**src/hw/rtl/tnr_pkg.sv**
```systemverilog
`default_nettype none

package tnr_pkg;

  // list geometry
  localparam int LIST_DEPTH    = 10;
  localparam int NUM_LISTS     = 3;
  localparam int NUM_SIZE_REGS = 3;
  localparam int TOTAL_ENTRIES = NUM_LISTS * LIST_DEPTH;

  localparam int ADDR_W = (TOTAL_ENTRIES > 1) ? $clog2(TOTAL_ENTRIES) : 1;
  localparam int CNT_W  = $clog2(LIST_DEPTH + 1);

  // field widths
  localparam int SEL_W      = 2;
  localparam int ID_W       = 32;
  localparam int SCORE_W    = 32;
  localparam int RANK_W     = 4;
  localparam int SIZE_W     = 4;
  localparam int IN_DATA_W  = ID_W + SCORE_W;
  localparam int OUT_DATA_W = 8;

  // configuration port
  localparam int CFG_IDX_W  = 2;
  localparam int CFG_DATA_W = SIZE_W;

  localparam logic [CFG_IDX_W-1:0] CFG_SIZE_LIST0 = 2'd0;
  localparam logic [CFG_IDX_W-1:0] CFG_SIZE_LIST1 = 2'd1;
  localparam logic [CFG_IDX_W-1:0] CFG_SIZE_LIST2 = 2'd2;

  localparam logic [SIZE_W-1:0] SIZE_RESET = 4'd10;

  typedef struct packed {
    logic        [ID_W-1:0]    id;
    logic signed [SCORE_W-1:0] score;
  } entry_t;

  localparam int ENTRY_W = $bits(entry_t);

  typedef struct packed {
    logic id_match;
    logic score_le;
  } cmp_res_t;

endpackage

`default_nettype wire

```
**src/hw/rtl/tnr_ram.sv**
```systemverilog
`default_nettype none

module tnr_ram #(
  parameter int DEPTH  = 30,
  parameter int ADDR_W = 5,
  parameter int WIDTH  = 64
) (
  input  wire logic              clk,
  input  wire logic              we,
  input  wire logic [ADDR_W-1:0] waddr,
  input  wire logic [WIDTH-1:0]  wdata,
  input  wire logic              re,
  input  wire logic [ADDR_W-1:0] raddr,
  output logic      [WIDTH-1:0]  rdata
);

  logic [WIDTH-1:0] mem [DEPTH];

  always_ff @(posedge clk) begin
    if (we) begin
      mem[waddr] <= wdata;
    end
    if (re) begin
      rdata <= mem[raddr];
    end
  end

endmodule

`default_nettype wire

```
**src/hw/rtl/tnr_cmp.sv**
```systemverilog
`default_nettype none

// shared compare unit: id equality and score ordering of one stored entry
module tnr_cmp (
  input  wire tnr_pkg::entry_t   entry,
  input  wire logic [tnr_pkg::ID_W-1:0]           key_id,
  input  wire logic signed [tnr_pkg::SCORE_W-1:0] key_score,
  output tnr_pkg::cmp_res_t      res
);

  always_comb begin
    res.id_match = (entry.id == key_id);
    res.score_le = (entry.score <= key_score);
  end

endmodule

`default_nettype wire

```
**src/hw/rtl/top_n_ranking_list_update.sv**
```systemverilog
`default_nettype none

// channel  | dir | transfer when      | contents
// ---------+-----+--------------------+-------------------------------------------
// s_*      | in  | s_tvalid&&s_tready | tuser: list_select; tdata: member_id, new_score
// m_*      | out | m_tvalid&&m_tready | tdata: changed, final_rank
// cfg_*    | in  | cfg_we             | cfg_index selects size_list0..2, cfg_data
//
// an update scans the n slots of the selected list one per cycle through the
// single ram read port and the shared compare unit, then each of the m shifted
// entries is read through the read port and written back through the write port;
// an absent member scoring too low answers straight after the scan; no list
// selected or a size of zero answers straight from idle, with no scan
// reset clears the size registers to ten and the per-entry valid bits; an entry
// never written reads as zero
// s_tready is high only while idle; a finished result sits in the output register
// and the next update may be taken while it waits for m_tready

module top_n_ranking_list_update (
  input  wire logic                                clk,
  input  wire logic                                rst,
  input  wire logic                                s_tvalid,
  output logic                                     s_tready,
  input  wire logic [tnr_pkg::IN_DATA_W-1:0]       s_tdata,   // member_id, new_score
  input  wire logic [tnr_pkg::SEL_W-1:0]           s_tuser,   // list_select
  output logic                                     m_tvalid,
  input  wire logic                                m_tready,
  output logic      [tnr_pkg::OUT_DATA_W-1:0]      m_tdata,   // changed, final_rank, zero pad
  input  wire logic                                cfg_we,
  input  wire logic [tnr_pkg::CFG_IDX_W-1:0]       cfg_index,
  input  wire logic [tnr_pkg::CFG_DATA_W-1:0]      cfg_data
);

  localparam int ADDR_W  = tnr_pkg::ADDR_W;
  localparam int CNT_W   = tnr_pkg::CNT_W;
  localparam int BASE_W  = ADDR_W + 8;
  localparam int RWIDE_W = (CNT_W > tnr_pkg::RANK_W) ? CNT_W : tnr_pkg::RANK_W;

  typedef enum logic [6:0] {
    ST_IDLE    = 7'b0000001,
    ST_SCAN    = 7'b0000010,
    ST_DECIDE  = 7'b0000100,
    ST_MOVE_RD = 7'b0001000,
    ST_MOVE_WR = 7'b0010000,
    ST_PUT     = 7'b0100000,
    ST_DONE    = 7'b1000000
  } state_t;

  state_t state;

  logic [tnr_pkg::SIZE_W-1:0] size_reg [tnr_pkg::NUM_SIZE_REGS];

  // item registers
  logic [tnr_pkg::ID_W-1:0]           id_q;
  logic signed [tnr_pkg::SCORE_W-1:0] score_q;
  logic [ADDR_W-1:0]                  base_addr;
  logic [CNT_W-1:0]                   n_q;

  // scan bookkeeping
  logic [CNT_W-1:0] scan_cnt;
  logic             rd_pend;
  logic [CNT_W-1:0] rd_idx_q;
  logic             p_found;
  logic             f_found;
  logic [CNT_W-1:0] ppos;
  logic [CNT_W-1:0] fpos;

  // shift bookkeeping
  logic [CNT_W-1:0] cur;
  logic [CNT_W-1:0] tgt;
  logic             dir_down;

  logic             res_changed;
  logic [CNT_W-1:0] res_rank;

  // valid bits for the entry store
  logic valid [tnr_pkg::TOTAL_ENTRIES];
  logic valid_q;

  // ram port
  logic                         ram_re;
  logic [ADDR_W-1:0]            ram_raddr;
  logic                         ram_we;
  logic [ADDR_W-1:0]            ram_waddr;
  logic [tnr_pkg::ENTRY_W-1:0]  ram_wdata;
  logic [tnr_pkg::ENTRY_W-1:0]  ram_rdata;

  tnr_pkg::entry_t   entry_rd;
  tnr_pkg::entry_t   entry_new;
  tnr_pkg::cmp_res_t cmp_res;

  // decoded input
  logic [tnr_pkg::SEL_W-1:0] in_sel;
  logic                      in_sel_ok;
  logic [7:0]                in_size;
  logic [7:0]                in_n_full;
  logic [CNT_W-1:0]          in_n;
  logic [BASE_W-1:0]         in_base;

  logic             move_go;
  logic [CNT_W-1:0] src_idx;
  logic [RWIDE_W-1:0] rank_wide;
  logic             s_xfer;

  assign s_tready = (state == ST_IDLE);
  assign s_xfer   = s_tvalid && s_tready;

  always_comb begin
    in_sel    = s_tuser;
    in_sel_ok = (32'(in_sel) < tnr_pkg::NUM_LISTS) && (32'(in_sel) < tnr_pkg::NUM_SIZE_REGS);
    in_size   = '0;
    for (int k = 0; k < tnr_pkg::NUM_SIZE_REGS; k++) begin
      if (32'(in_sel) == k) begin
        in_size = 8'(size_reg[k]);
      end
    end
    // a size above the depth counts as the depth
    in_n_full = (in_size > 8'(tnr_pkg::LIST_DEPTH)) ? 8'(tnr_pkg::LIST_DEPTH) : in_size;
    in_n      = in_n_full[CNT_W-1:0];
    in_base   = BASE_W'(in_sel) * BASE_W'(tnr_pkg::LIST_DEPTH);
  end

  // shift direction: down copies toward higher slots, up toward lower
  assign move_go = dir_down ? (cur > tgt) : (cur < tgt);
  assign src_idx = dir_down ? (cur - CNT_W'(1)) : (cur + CNT_W'(1));

  assign entry_rd        = valid_q ? tnr_pkg::entry_t'(ram_rdata) : '0;
  assign entry_new.id    = id_q;
  assign entry_new.score = score_q;

  always_comb begin
    ram_re    = 1'b0;
    ram_raddr = base_addr + ADDR_W'(scan_cnt);
    ram_we    = 1'b0;
    ram_waddr = base_addr + ADDR_W'(cur);
    ram_wdata = entry_rd;
    case (state)
      ST_SCAN: begin
        ram_re = (scan_cnt < n_q);
      end
      ST_MOVE_RD: begin
        ram_re    = move_go;
        ram_raddr = base_addr + ADDR_W'(src_idx);
      end
      ST_MOVE_WR: begin
        ram_we = 1'b1;
      end
      ST_PUT: begin
        ram_we    = 1'b1;
        ram_waddr = base_addr + ADDR_W'(tgt);
        ram_wdata = entry_new;
      end
      default: begin
      end
    endcase
  end

  tnr_ram #(
    .DEPTH  (tnr_pkg::TOTAL_ENTRIES),
    .ADDR_W (ADDR_W),
    .WIDTH  (tnr_pkg::ENTRY_W)
  ) u_ram (
    .clk   (clk),
    .we    (ram_we),
    .waddr (ram_waddr),
    .wdata (ram_wdata),
    .re    (ram_re),
    .raddr (ram_raddr),
    .rdata (ram_rdata)
  );

  tnr_cmp u_cmp (
    .entry     (entry_rd),
    .key_id    (id_q),
    .key_score (score_q),
    .res       (cmp_res)
  );

  // size registers
  always_ff @(posedge clk) begin
    if (rst) begin
      for (int k = 0; k < tnr_pkg::NUM_SIZE_REGS; k++) begin
        size_reg[k] <= tnr_pkg::SIZE_RESET;
      end
    end else if (cfg_we) begin
      case (cfg_index)
        tnr_pkg::CFG_SIZE_LIST0: size_reg[0] <= cfg_data;
        tnr_pkg::CFG_SIZE_LIST1: size_reg[1] <= cfg_data;
        tnr_pkg::CFG_SIZE_LIST2: size_reg[2] <= cfg_data;
        default: begin
        end
      endcase
    end
  end

  // valid bits, read alongside the ram
  always_ff @(posedge clk) begin
    if (rst) begin
      for (int k = 0; k < tnr_pkg::TOTAL_ENTRIES; k++) begin
        valid[k] <= 1'b0;
      end
      valid_q <= 1'b0;
    end else begin
      if (ram_we) begin
        valid[ram_waddr] <= 1'b1;
      end
      if (ram_re) begin
        valid_q <= valid[ram_raddr];
      end
    end
  end

  // sequencer
  always_ff @(posedge clk) begin
    if (rst) begin
      state   <= ST_IDLE;
      rd_pend <= 1'b0;
    end else begin
      rd_pend <= (state == ST_SCAN) && ram_re;
      case (state)
        ST_IDLE: begin
          if (s_xfer) begin
            // scan start values
            scan_cnt <= '0;
            p_found  <= 1'b0;
            f_found  <= 1'b0;
            ppos     <= in_n;
            fpos     <= in_n;
            if (!in_sel_ok || (in_n == '0)) begin
              // no list or an empty list: nothing moves, rank zero
              res_changed <= 1'b0;
              res_rank    <= '0;
              state       <= ST_DONE;
            end else begin
              state <= ST_SCAN;
            end
          end
        end
        ST_SCAN: begin
          if (ram_re) begin
            scan_cnt <= scan_cnt + CNT_W'(1);
          end
          if (rd_pend) begin
            if (cmp_res.id_match && !p_found) begin
              p_found <= 1'b1;
              ppos    <= rd_idx_q;
            end
            if (cmp_res.score_le && !f_found) begin
              f_found <= 1'b1;
              fpos    <= rd_idx_q;
            end
          end
          if ((scan_cnt == n_q) && !rd_pend) begin
            state <= ST_DECIDE;
          end
        end
        ST_DECIDE: begin
          if ((ppos == n_q) && (fpos == n_q)) begin
            // absent and too low
            res_changed <= 1'b0;
            res_rank    <= n_q;
            state       <= ST_DONE;
          end else if (ppos == n_q) begin
            // new member, last entry falls off
            dir_down <= 1'b1;
            cur      <= n_q - CNT_W'(1);
            tgt      <= fpos;
            state    <= ST_MOVE_RD;
          end else if (fpos <= ppos) begin
            // moves up or stays put
            dir_down <= 1'b1;
            cur      <= ppos;
            tgt      <= fpos;
            state    <= ST_MOVE_RD;
          end else begin
            // moves down, lands one before the first slot not above it
            dir_down <= 1'b0;
            cur      <= ppos;
            tgt      <= fpos - CNT_W'(1);
            state    <= ST_MOVE_RD;
          end
        end
        ST_MOVE_RD: begin
          state <= move_go ? ST_MOVE_WR : ST_PUT;
        end
        ST_MOVE_WR: begin
          cur   <= src_idx;
          state <= ST_MOVE_RD;
        end
        ST_PUT: begin
          res_changed <= 1'b1;
          res_rank    <= tgt;
          state       <= ST_DONE;
        end
        ST_DONE: begin
          if (!m_tvalid || m_tready) begin
            state <= ST_IDLE;
          end
        end
        default: begin
          state <= ST_IDLE;
        end
      endcase
    end
  end

  // item capture
  always_ff @(posedge clk) begin
    if (s_xfer) begin
      id_q      <= s_tdata[tnr_pkg::ID_W-1:0];
      score_q   <= s_tdata[tnr_pkg::IN_DATA_W-1:tnr_pkg::ID_W];
      base_addr <= in_base[ADDR_W-1:0];
      n_q       <= in_n;
    end
    if (ram_re) begin
      rd_idx_q <= scan_cnt;
    end
  end

  // output register
  assign rank_wide = RWIDE_W'(res_rank);

  always_ff @(posedge clk) begin
    if (rst) begin
      m_tvalid <= 1'b0;
    end else if ((state == ST_DONE) && (!m_tvalid || m_tready)) begin
      m_tvalid <= 1'b1;
    end else if (m_tready) begin
      m_tvalid <= 1'b0;
    end
  end

  always_ff @(posedge clk) begin
    if ((state == ST_DONE) && (!m_tvalid || m_tready)) begin
      m_tdata <= {3'b000, rank_wide[tnr_pkg::RANK_W-1:0], res_changed};
    end
  end

endmodule

`default_nettype wire

```
**config.mk**
```make
export PLATFORM = sky130hd
export DESIGN_NAME = top_n_ranking_list_update
export DESIGN_NICKNAME = d
export VERILOG_FILES = /design/src/hw/rtl/tnr_pkg.sv /design/src/hw/rtl/tnr_ram.sv /design/src/hw/rtl/tnr_cmp.sv /design/src/hw/rtl/top_n_ranking_list_update.sv
export SDC_FILE = /design/constraint.sdc
export NUM_CORES = 2
export LEC_CHECK = 0
export CAP_MARGIN = 25
export CORE_ASPECT_RATIO = 1.2
export CORE_UTILIZATION = 50
export CTS_CLUSTER_SIZE = 14
export DETAILED_ROUTE_END_ITERATION = 10
export DONT_BUFFER_PORTS = 1
export PLACE_DENSITY = 0.65
export SLEW_MARGIN = 20
export SYNTH_ARGS = -nofsm -noshare
export SYNTH_HDL_FRONTEND = slang
export SYNTH_SLANG_ARGS = --single-unit
```
**constraint.sdc**
```tcl
create_clock -name clk -period 6.7 [get_ports clk]
set_input_delay 1.34 -clock clk [delete_from_list [all_inputs] [get_ports clk]]
set_output_delay 1.34 -clock clk [all_outputs]
set_load 0.005 [all_outputs]
```
==> metrics.txt <==
outcome=complete, no violations; critical path cell sequence=or4_1 > nor2_1 > nand2_1 > nand2_1 > ha_4 > fa_4 > nor2b_4 > buf_4 > o21ai_4 > o21ai_0 > o41ai_1 > a211oi_1; H-tree depth=4; initial antenna violation count=12; Register Area=64000 um2; Achievable Freq=176 MHz; Reg2Reg Setup Slack=1030 ps; Routed WL per cell=31.3 um; period utilization=0.846; register bit total from synthesis=2145; Fill cells=13100; gpl congestion=0.898; Setup TNS Final=0 ps; effective utilization at floorplan=0.504; commonest non-fill, non-tap cell in the layout=edfxtp_1; Reg2Reg Depth=12; Cell Area, Synth=85100 um2; Iter 0 DRT Violations=8044; IO Port Bufs=0; Crit. End Element=flop; FF-to-FF End=u_ram.rdata[41]; die area=172000 um2; routed wire length=256000 um; Top-Level Pins=87; critical hold path startpoint=res_changed; Clock Pin Slew Worst Setup and Hold Paths=60 ps; fin area=95300 um2; largest cells by area after synthesis=edfxtp_1, nand2_1, mux2i_1; GRT overflow=0; first-pass GRT wire length=362000 um; vias after detailed routing=52600; Largest stage delay, worst path=890 ps; max_slew headroom=0.247; Synth area leader=edfxtp_1; max_cap viols=0; post-CTS setup repair buffer count=0; vias in the first global route=50400; cts bufs inserted=205; dpl cells=7785; worst r2r src=state[6]; crit-path max FO=53; final worst path period need=5670 ps; area of the multi-input gates=19700 um2; most frequent CP cell=nand2_1; DIE WIDTH=379 um; largest net degree at the start of global routing=146; Largest Register=u_ram.mem; Hold/Removal Path Class=reg2reg; Final #Nets=5875; layout cells sized above 1=0.110; EDFF count, synth=2103; Avg Cell Area, Syn=15.0 um2; Crit Path Category=reg2reg; post-route ant nets=0; Final HPWL DP=137000 um; Vias/cell=6.44; final std cells w/o fill=8176; area grow syn2layout=12.0%; Root Buffer=clkbuf_16; instance count of the mapped netlist=5686; most frequent cells in the layout=edfxtp_1, nand2_1, nand3_1, mux2i_1, clkbuf_16; Required @ worst endpoint=7380 ps; Total GRT Usage=0.297; height of the die=454 um; Final Slew Violations=0; asr flop ratio synth=0; post-cts gate resize count=0; hold path cells=0; CTS tree=built; TritonRoute pass-1 iters=8; Max clock buf depth=3; Netlist cell types=76; CORE AREA=169000 um2; Worst-Margin Slew=1130 ps; unrepaired setup endpoints after global routing=no; Largest register FFs=1920; PwrDens=378 nW/um2; share of the synthesized area in the top cell type=0.742; largest registers=u_ram.mem: 1920 flops, u_ram.rdata: 64 flops; Final Hold Fails=0; Critical Path AT=6350 ps; post-synthesis sequential area ratio=0.752; Hold EP=m_tdata[0]; Top FF cell, synth=edfxtp_1; placed cell area=88700 um2; final setup vio count=0; Clk Latency, worst-skew pair=870 ps; CTS Sinks=2145; hold buffer count at CTS=0; slowest CP cell=fa_4; LEAKAGE=32.9 nW; peak supply drop=0.000442 V; Yosys warnings=0; DRC=0; Final Skew=38.0 ps; num rows=165; Startpoint Class=flop; Total Power=36.0 mW
## cell type report
| cell class | instances | area share |
|---|---|---|
| Tap cell | 2254 | 0.0296 |
| Multi-Input combinational cell | 3127 | 0.207 |
| Inverter | 88 | 0.00349 |
| Antenna cell | 9 | 0.000236 |
| Sequential cell | 2145 | 0.672 |
| Clock buffer | 261 | 0.0578 |
| Clock inverter | 119 | 0.0101 |
| Timing Repair Buffer | 173 | 0.0201 |
## per-layer routing
metal / GRT usage / wire length, um / vias up
li1: - / - / 21900
met1: 0.403 / 96700 / 26800
met2: 0.464 / 119000 / 3294
met3: 0.0658 / 29000 / 595
met4: 0.124 / 10900 / 6
met5: 0 / 37 / -
## synthesized netlist by cell type (82+ instances only)
cell type / n
a21oi_1: 104
a22oi_1: 82
a31oi_1: 135
clkbuf_1: 212
edfxtp_1: 2103
inv_1: 87
mux2i_1: 301
nand2_1: 998
nand3_1: 372
nand4_1: 89
nor2_1: 202
o21ai_0: 94
o22ai_1: 132
## cells by family (layout without fill, tap and decap cells)
kind of cell	after synthesis	in the layout	synth area share
compound gates	756	756	0.0588
simple gates	1870	1870	0.0970
fa+ha+maj	58	58	0.00879
xor+xnor	29	29	0.00299
mux	411	411	0.0587
flops	2145	2145	0.752
other cells	1	12	0.0000441
buf+inv	416	641	0.0215
## report_power, final
group / switching (mW) / internal [mW]
combinational: 6.54 / 2.64
sequential: 0.330 / 15.2
clock: 5.04 / 6.24
total: 11.9 / 24.1
## how the worst max path moves through the flow
stage / from / end
after floorplan: state[6] / u_ram.mem[0][0]
after global placement: state[6] / u_ram.rdata[39]
after detailed placement: state[6] / u_ram.rdata[15]
after CTS: state[4] / u_ram.rdata[62]
after global routing: state[6] / u_ram.rdata[41]
final: state[6] / u_ram.rdata[41]
## worst max-delay path, delay by kind of cell (launching register included)
family | cells | cell delay (ps)
and+or+nand+nor | 5 | 1940
AOI/OAI and AO/OA | 4 | 1400
adders and majority gates | 2 | 1040
buffers and inverters | 1 | 730
DFF | 1 | 350
## metrics by stage
| stage | hold WS (ps) | setup WS, ps | util |
|---|---|---|---|
| floorplan | 400 | 248 | - |
| global placement | 401 | 1320 | 0.525 |
| detailed placement | 407 | 1290 | 0.526 |
| CTS | 430 | 1280 | 0.564 |
| global route | 436 | 991 | 0.565 |
| finish | 427 | 1030 | 0.565 |
Power figures use the tool's default switching activity.
